**config.mk**
```make
export PLATFORM = sky130hd
export DESIGN_NAME = fsg_nbr_unit
export DESIGN_NICKNAME = d
export VERILOG_FILES = /design/src/rtl/falling_sand_grid_step_unit_assert.svh /design/src/rtl/fsg_pkg.sv /design/src/rtl/fsg_nbr_unit.sv
export SDC_FILE = /design/constraint.sdc
export NUM_CORES = 1
export LEC_CHECK = 0
export BUFFER_PORTS_ARGS = -buffer_cell sky130_fd_sc_hd__buf_2
export CAP_MARGIN = 5
export CELL_PAD_IN_SITES_DETAIL_PLACEMENT = 1
export CELL_PAD_IN_SITES_GLOBAL_PLACEMENT = 1
export CORE_UTILIZATION = 28
export DETAILED_ROUTE_END_ITERATION = 16
export PLACE_DENSITY_LB_ADDON = 0.1
export SYNTH_ARGS = -nofsm -noshare
export SYNTH_HDL_FRONTEND = slang
export SYNTH_SLANG_ARGS = --single-unit
```
**constraint.sdc**
```tcl
create_clock -name vclk -period 2.8
set_input_delay 0.42 -clock vclk [all_inputs]
set_output_delay 0.42 -clock vclk [all_outputs]
set_load 0.1 [all_outputs]
```
**src/rtl/falling_sand_grid_step_unit_assert.svh**
```systemverilog
// assertion macros for the falling sand grid step unit
// included by files that carry concurrent assertions, no other dependencies
`ifndef FALLING_SAND_GRID_STEP_UNIT_ASSERT_SVH
`define FALLING_SAND_GRID_STEP_UNIT_ASSERT_SVH

`ifndef SYNTHESIS

// same-cycle implication, off during reset
`define FSG_ASSERT_IMPLIES(label, clk, rst_n, ante, cons) \
    label: assert property (@(posedge clk) disable iff (!(rst_n)) (ante) |-> (cons)) \
        else $error("assertion failed: same-cycle implication");

// next-cycle implication, off during reset
`define FSG_ASSERT_NEXT(label, clk, rst_n, ante, cons) \
    label: assert property (@(posedge clk) disable iff (!(rst_n)) (ante) |=> (cons)) \
        else $error("assertion failed: next-cycle implication");

`else

`define FSG_ASSERT_IMPLIES(label, clk, rst_n, ante, cons)
`define FSG_ASSERT_NEXT(label, clk, rst_n, ante, cons)

`endif

`endif

```
**src/rtl/fsg_pkg.sv**
```systemverilog
// shared types, codes and sizing constants of the falling sand grid step unit
// no dependencies
package fsg_pkg;

    // grid maxima
    localparam int MAX_WIDTH  = 128;
    localparam int MAX_HEIGHT = 128;

    // derived sizes
    localparam int CELLS  = MAX_WIDTH * MAX_HEIGHT;
    localparam int X_W    = (MAX_WIDTH > 1) ? $clog2(MAX_WIDTH) : 1;
    localparam int Y_W    = (MAX_HEIGHT > 1) ? $clog2(MAX_HEIGHT) : 1;
    localparam int ADDR_W = $clog2(CELLS);
    localparam int XY_W   = (X_W > Y_W) ? X_W : Y_W;
    localparam int CMP_W  = ((XY_W + 1) > 8) ? (XY_W + 1) : 9;

    // fixed field widths
    localparam int REQ_W    = 2;
    localparam int COORD_W  = 7;
    localparam int COLOUR_W = 32;
    localparam int CFG_IDX_W = 2;
    localparam int CFG_VAL_W = 8;

    // request codes
    localparam logic [REQ_W-1:0] REQ_WRITE = 2'd0;
    localparam logic [REQ_W-1:0] REQ_READ  = 2'd1;
    localparam logic [REQ_W-1:0] REQ_STEP  = 2'd2;

    // register indexes
    localparam logic [CFG_IDX_W-1:0] CFG_GRID_WIDTH  = 2'd0;
    localparam logic [CFG_IDX_W-1:0] CFG_GRID_HEIGHT = 2'd1;

    // reset values of the registers
    localparam logic [CFG_VAL_W-1:0] GRID_WIDTH_RST  = 8'd128;
    localparam logic [CFG_VAL_W-1:0] GRID_HEIGHT_RST = 8'd128;

    // neighbour direction codes
    typedef logic [1:0] t_dir;
    localparam t_dir DIR_HERE  = 2'd0;
    localparam t_dir DIR_BELOW = 2'd1;
    localparam t_dir DIR_RIGHT = 2'd2;
    localparam t_dir DIR_LEFT  = 2'd3;

    // one stored cell
    typedef struct packed {
        logic                occ;
        logic                wall;
        logic [COLOUR_W-1:0] colour;
    } t_cell;

    // request beat payload
    typedef struct packed {
        logic [REQ_W-1:0]    req_type;
        logic [COORD_W-1:0]  cell_x;
        logic [COORD_W-1:0]  cell_y;
        logic                wr_occupied;
        logic                wr_wall;
        logic [COLOUR_W-1:0] wr_colour;
    } t_req;

    // result beat payload
    typedef struct packed {
        logic [REQ_W-1:0]    req_echo;
        logic                rd_occupied;
        logic                rd_wall;
        logic [COLOUR_W-1:0] rd_colour;
        logic                coord_error;
    } t_res;

    // configuration beat payload
    typedef struct packed {
        logic [CFG_IDX_W-1:0] idx;
        logic [CFG_VAL_W-1:0] value;
    } t_cfg;

    // neighbour unit result
    typedef struct packed {
        logic              in_range;
        logic [ADDR_W-1:0] addr;
    } t_nbr;

    // column-major cell address
    function automatic logic [ADDR_W-1:0] cell_addr(input logic [X_W-1:0] x,
                                                    input logic [Y_W-1:0] y);
        logic [ADDR_W-1:0] prod;
        prod = ADDR_W'(x) * ADDR_W'(MAX_HEIGHT);
        return prod + ADDR_W'(y);
    endfunction

endpackage

```
**src/rtl/fsg_nbr_unit.sv**
```systemverilog
// shared neighbour unit: offsets a coordinate, checks it against the grid, forms the address
// depends on fsg_pkg
module fsg_nbr_unit (
    input  logic [fsg_pkg::CMP_W-1:0] i_x,
    input  logic [fsg_pkg::CMP_W-1:0] i_y,
    input  fsg_pkg::t_dir             i_dir,
    input  logic [fsg_pkg::CMP_W-1:0] i_w,
    input  logic [fsg_pkg::CMP_W-1:0] i_h,
    output fsg_pkg::t_nbr             o_nbr
);
    import fsg_pkg::*;

    logic [CMP_W-1:0] nx;
    logic [CMP_W-1:0] ny;

    // one offset per direction, none for here
    always_comb begin
        nx = i_x;
        ny = i_y;
        unique case (i_dir)
            DIR_HERE: begin
                nx = i_x;
                ny = i_y;
            end
            DIR_BELOW: begin
                ny = i_y + CMP_W'(1);
            end
            DIR_RIGHT: begin
                nx = i_x + CMP_W'(1);
            end
            DIR_LEFT: begin
                nx = i_x - CMP_W'(1);
            end
        endcase
    end

    // range check and address
    assign o_nbr.in_range = (nx < i_w) && (ny < i_h);
    assign o_nbr.addr     = cell_addr(nx[X_W-1:0], ny[Y_W-1:0]);
endmodule

```
==> key figures <==
Timing
  – Hold Violations, Final: 0
  – Tmin final: 3.33 ns
  – Max-slew violation total from the final report: 0
  – Rel. slew slack: 67.8%
  – Worst Hold Margin: 1.33 ns
  – Transition time at the pin with the least slew margin: 0.487 ns
  – Crit path setup slack, layout: -0.528 ns
  – Final Setup Violations: 2
  – Share of the clock period used by the worst path after layout: 119%
  – Unrepaired setup endpoints after global routing: true
  – Fmax achieved: 300 MHz

Job
  – Max capacitance violation total: 0

Floorplanning
  – Placeable Area: 3050 um^2
  – Initial Utilization: 29.5%
  – Die ar.: 3440 um^2
  – Number of top-level pins: 53
  – Die Y-Extent: 58.7 um
  – Number of rows in the core area: 20
  – Die boundary width: 58.7 um

Finish
  – FILL cells: 376
  – Register area: 0 um^2
  – Area of all placed cells without fillers: 1740 um^2
  – Area of the multi-input gates: 1020 um^2
  – Number of nets in the layout: 260
  – Layout cell share with drive strength beyond 1: 59.4%
  – Total of clock buffers placed in the layout: 0
  – Total inserted antenna cells: 0
  – Layout area overhead: 92.9%
  – Number of flip-flops and latches: 0

Worst setup path
  – Setup crit start kind: input port
  – Critical path endpoint category: primary output
  – Arrival time at the worst endpoint: 2.91 ns
  – Max FO, Critical Path: 5
  – Critical path class: in2out
  – CP startpoint: i_dir[0]
  – Required time at the endpoint of the critical path: 2.38 ns

Yosys
  – Synth Net Count: 176
  – Per-instance average area after synthesis: 7.50 um^2
  – Share of the synthesized area in the top cell type: 25.0%
  – Proportion of synthesized chip area in sequential cells: 0%
  – Cell types with the largest area share after synthesis: sky130_fd_sc_hd__ha_1, sky130_fd_sc_hd__xnor2_1, sky130_fd_sc_hd__inv_1, sky130_fd_sc_hd__nand2_1, sky130_fd_sc_hd__nand4_1
  – Largest area contributor in the synthesized netlist: sky130_fd_sc_hd__ha_1
  – Number of library cell types mapped by synthesis: 36
  – Summed instance area of the synthesized netlist: 900 um^2
  – Mapped Cells: 120
  – Total of warnings raised by yosys: 0

Run status
  – Outcome: finished with violations
  – Violations in the final reports: negative setup slack

Routing
  – 1st-pass router iterations: 4
  – Number of vias per cell: 4.70
  – Final routed wire length divided by cell count: 12.9 um
  – Remaining antenna violation count after routing: 0
  – Residual DRC count: 0
  – Initial detailed-routing violation count: 22
  – Total wirelength of the detailed-routed design: 3180 um
  – Via count: 1,157

Pwr
  – Power density normalized to cell area: 266 nW/um^2
  – IR Drop Worst-Case VDD: 0.000128 V
  – Leakage power of the design: 0.000888 uW

Min path
  – Worst Min Path Start: i_y[6]
  – Class of the tightest hold or removal check: in2out

Placed design
  – Weighted congestion reported at the end of routability-driven placement: 0.812
  – Cell area reported after detailed placement: 1630 um^2
  – DP HPWL: 2790 um
  – IO Port Bufs: 53
  – Pre-CTS setup slack: -0.691 ns

GRT
  – Total routing usage reported by global routing: 19.4%
  – First-pass GRT wire length: 5260 um
  – Number of antenna violations at the first check in global routing: 0
  – Final global-route overflow total: 0
  – Number of global-route vias before repair: 1,255
  – Largest net degree at the start of global routing: 11
==> timing repair <==
action | 4_1_cts | 5_1_grt
resized for setup | 8 | 8
pin swaps | 10 | 7
hold buffers | 0 | 0
endpoints found under the hold margin | 0 | 0
endpoints found under the setup margin | 1 | 2
setup buffers | 3 | 2
==> cell usage in the layout, fill, tap and decap left out, types with 2 or more instances in the layout <==
| cell | Yosys | layout |
|---|---|---|
| sky130_fd_sc_hd__a21oi_1 | 4 | 2 |
| sky130_fd_sc_hd__o21ai_2 | 0 | 2 |
| sky130_fd_sc_hd__xnor2_2 | 0 | 7 |
| sky130_fd_sc_hd__and3_1 | 2 | 2 |
| sky130_fd_sc_hd__buf_2 | 1 | 45 |
| sky130_fd_sc_hd__a31oi_1 | 3 | 3 |
| sky130_fd_sc_hd__nand2_1 | 11 | 9 |
| sky130_fd_sc_hd__buf_12 | 0 | 5 |
| sky130_fd_sc_hd__xor2_1 | 3 | 2 |
| sky130_fd_sc_hd__buf_4 | 1 | 33 |
| sky130_fd_sc_hd__nor3_1 | 3 | 2 |
| sky130_fd_sc_hd__o21ai_0 | 6 | 5 |
| sky130_fd_sc_hd__a21oi_2 | 1 | 3 |
| sky130_fd_sc_hd__ha_4 | 0 | 2 |
| sky130_fd_sc_hd__mux2_2 | 3 | 3 |
| sky130_fd_sc_hd__xnor2_4 | 0 | 3 |
| sky130_fd_sc_hd__xnor2_1 | 14 | 4 |
| sky130_fd_sc_hd__xor2_2 | 1 | 2 |
| sky130_fd_sc_hd__ha_1 | 18 | 15 |
| sky130_fd_sc_hd__nand4_1 | 6 | 6 |
| sky130_fd_sc_hd__nor2_1 | 5 | 5 |
| sky130_fd_sc_hd__inv_1 | 17 | 17 |
| sky130_fd_sc_hd__nand2_2 | 1 | 3 |
==> power breakdown <==
part | leakage, uW | total (uW) | switching, uW | internal [uW]
clock network | 0 | 0 | 0 | 0
registers | 0 | 0 | 0 | 0
logic | 0.000888 | 461 | 282 | 179
==> path summary, 6_finish.rpt <==
kind                     to  slack [ns]  cells after the start
setup / recovery  o_nbr[14]       -0.53                     16
hold / removal     o_nbr[6]        1.33                      3
==> per-stage QoR <==
| step | total power (uW) | util, % | cells | TNS, ns |
|---|---|---|---|---|
| floorplan | 289 | - | 120 | -1.42 |
| global placement | 424 | 53.5 | 241 | -0.635 |
| detailed placement | 436 | 53.5 | 241 | -0.691 |
| CTS | 446 | 55.0 | 244 | -0.626 |
| global route | 491 | 56.8 | 246 | -0.830 |
| finish | 461 | 56.8 | 246 | -0.556 |
==> cells by family after synthesis <==
family | synth area share [%]
simple gates | 23.5
compound gates | 19.6
buf+inv | 9.74
xor+xnor | 18.4
fa+ha+maj | 25.0
mux | 3.75
==> layer usage <==
layer	vias up	global-route usage, %	wire length, um
met5	-	0	0
met4	0	3.40	44
met3	4	0.440	89
met2	26	41.7	1860
met1	534	20.6	1190
li1	593	-	-
==> synth_stat cells (2+ instances only) <==
master	n
sky130_fd_sc_hd__and3_1	2
sky130_fd_sc_hd__mux2_2	3
sky130_fd_sc_hd__a21oi_1	4
sky130_fd_sc_hd__xnor2_1	14
sky130_fd_sc_hd__inv_1	17
sky130_fd_sc_hd__nor2_1	5
sky130_fd_sc_hd__nand4_1	6
sky130_fd_sc_hd__a211oi_1	2
sky130_fd_sc_hd__ha_1	18
sky130_fd_sc_hd__xor2_1	3
sky130_fd_sc_hd__nor3_1	3
sky130_fd_sc_hd__o21ai_0	6
sky130_fd_sc_hd__nand2_1	11
sky130_fd_sc_hd__a31oi_1	3
sky130_fd_sc_hd__nand3_1	2
==> worst max-delay path, cell delays in order <==
cell and delay [ns]:
sky130_fd_sc_hd__buf_8 0.11, sky130_fd_sc_hd__nand2_8 0.06, sky130_fd_sc_hd__xnor2_2 0.10, sky130_fd_sc_hd__ha_2 0.22
sky130_fd_sc_hd__nand2_2 0.07, sky130_fd_sc_hd__a221oi_4 0.39, sky130_fd_sc_hd__xor2_1 0.21, sky130_fd_sc_hd__nand2_2 0.11
sky130_fd_sc_hd__xnor2_4 0.18, sky130_fd_sc_hd__ha_4 0.23, sky130_fd_sc_hd__nand3_2 0.07, sky130_fd_sc_hd__nand2_2 0.05
sky130_fd_sc_hd__a21oi_2 0.12, sky130_fd_sc_hd__o21ai_2 0.08, sky130_fd_sc_hd__a311oi_4 0.26, sky130_fd_sc_hd__buf_12 0.22
==> cell type report <==
class	instances	share of cell area, %
repair buffers	85	34.5
inverters	17	3.68
multi-input cells	100	58.6
well taps	44	3.17
Note: power is estimated with default switching activity, not from simulation.
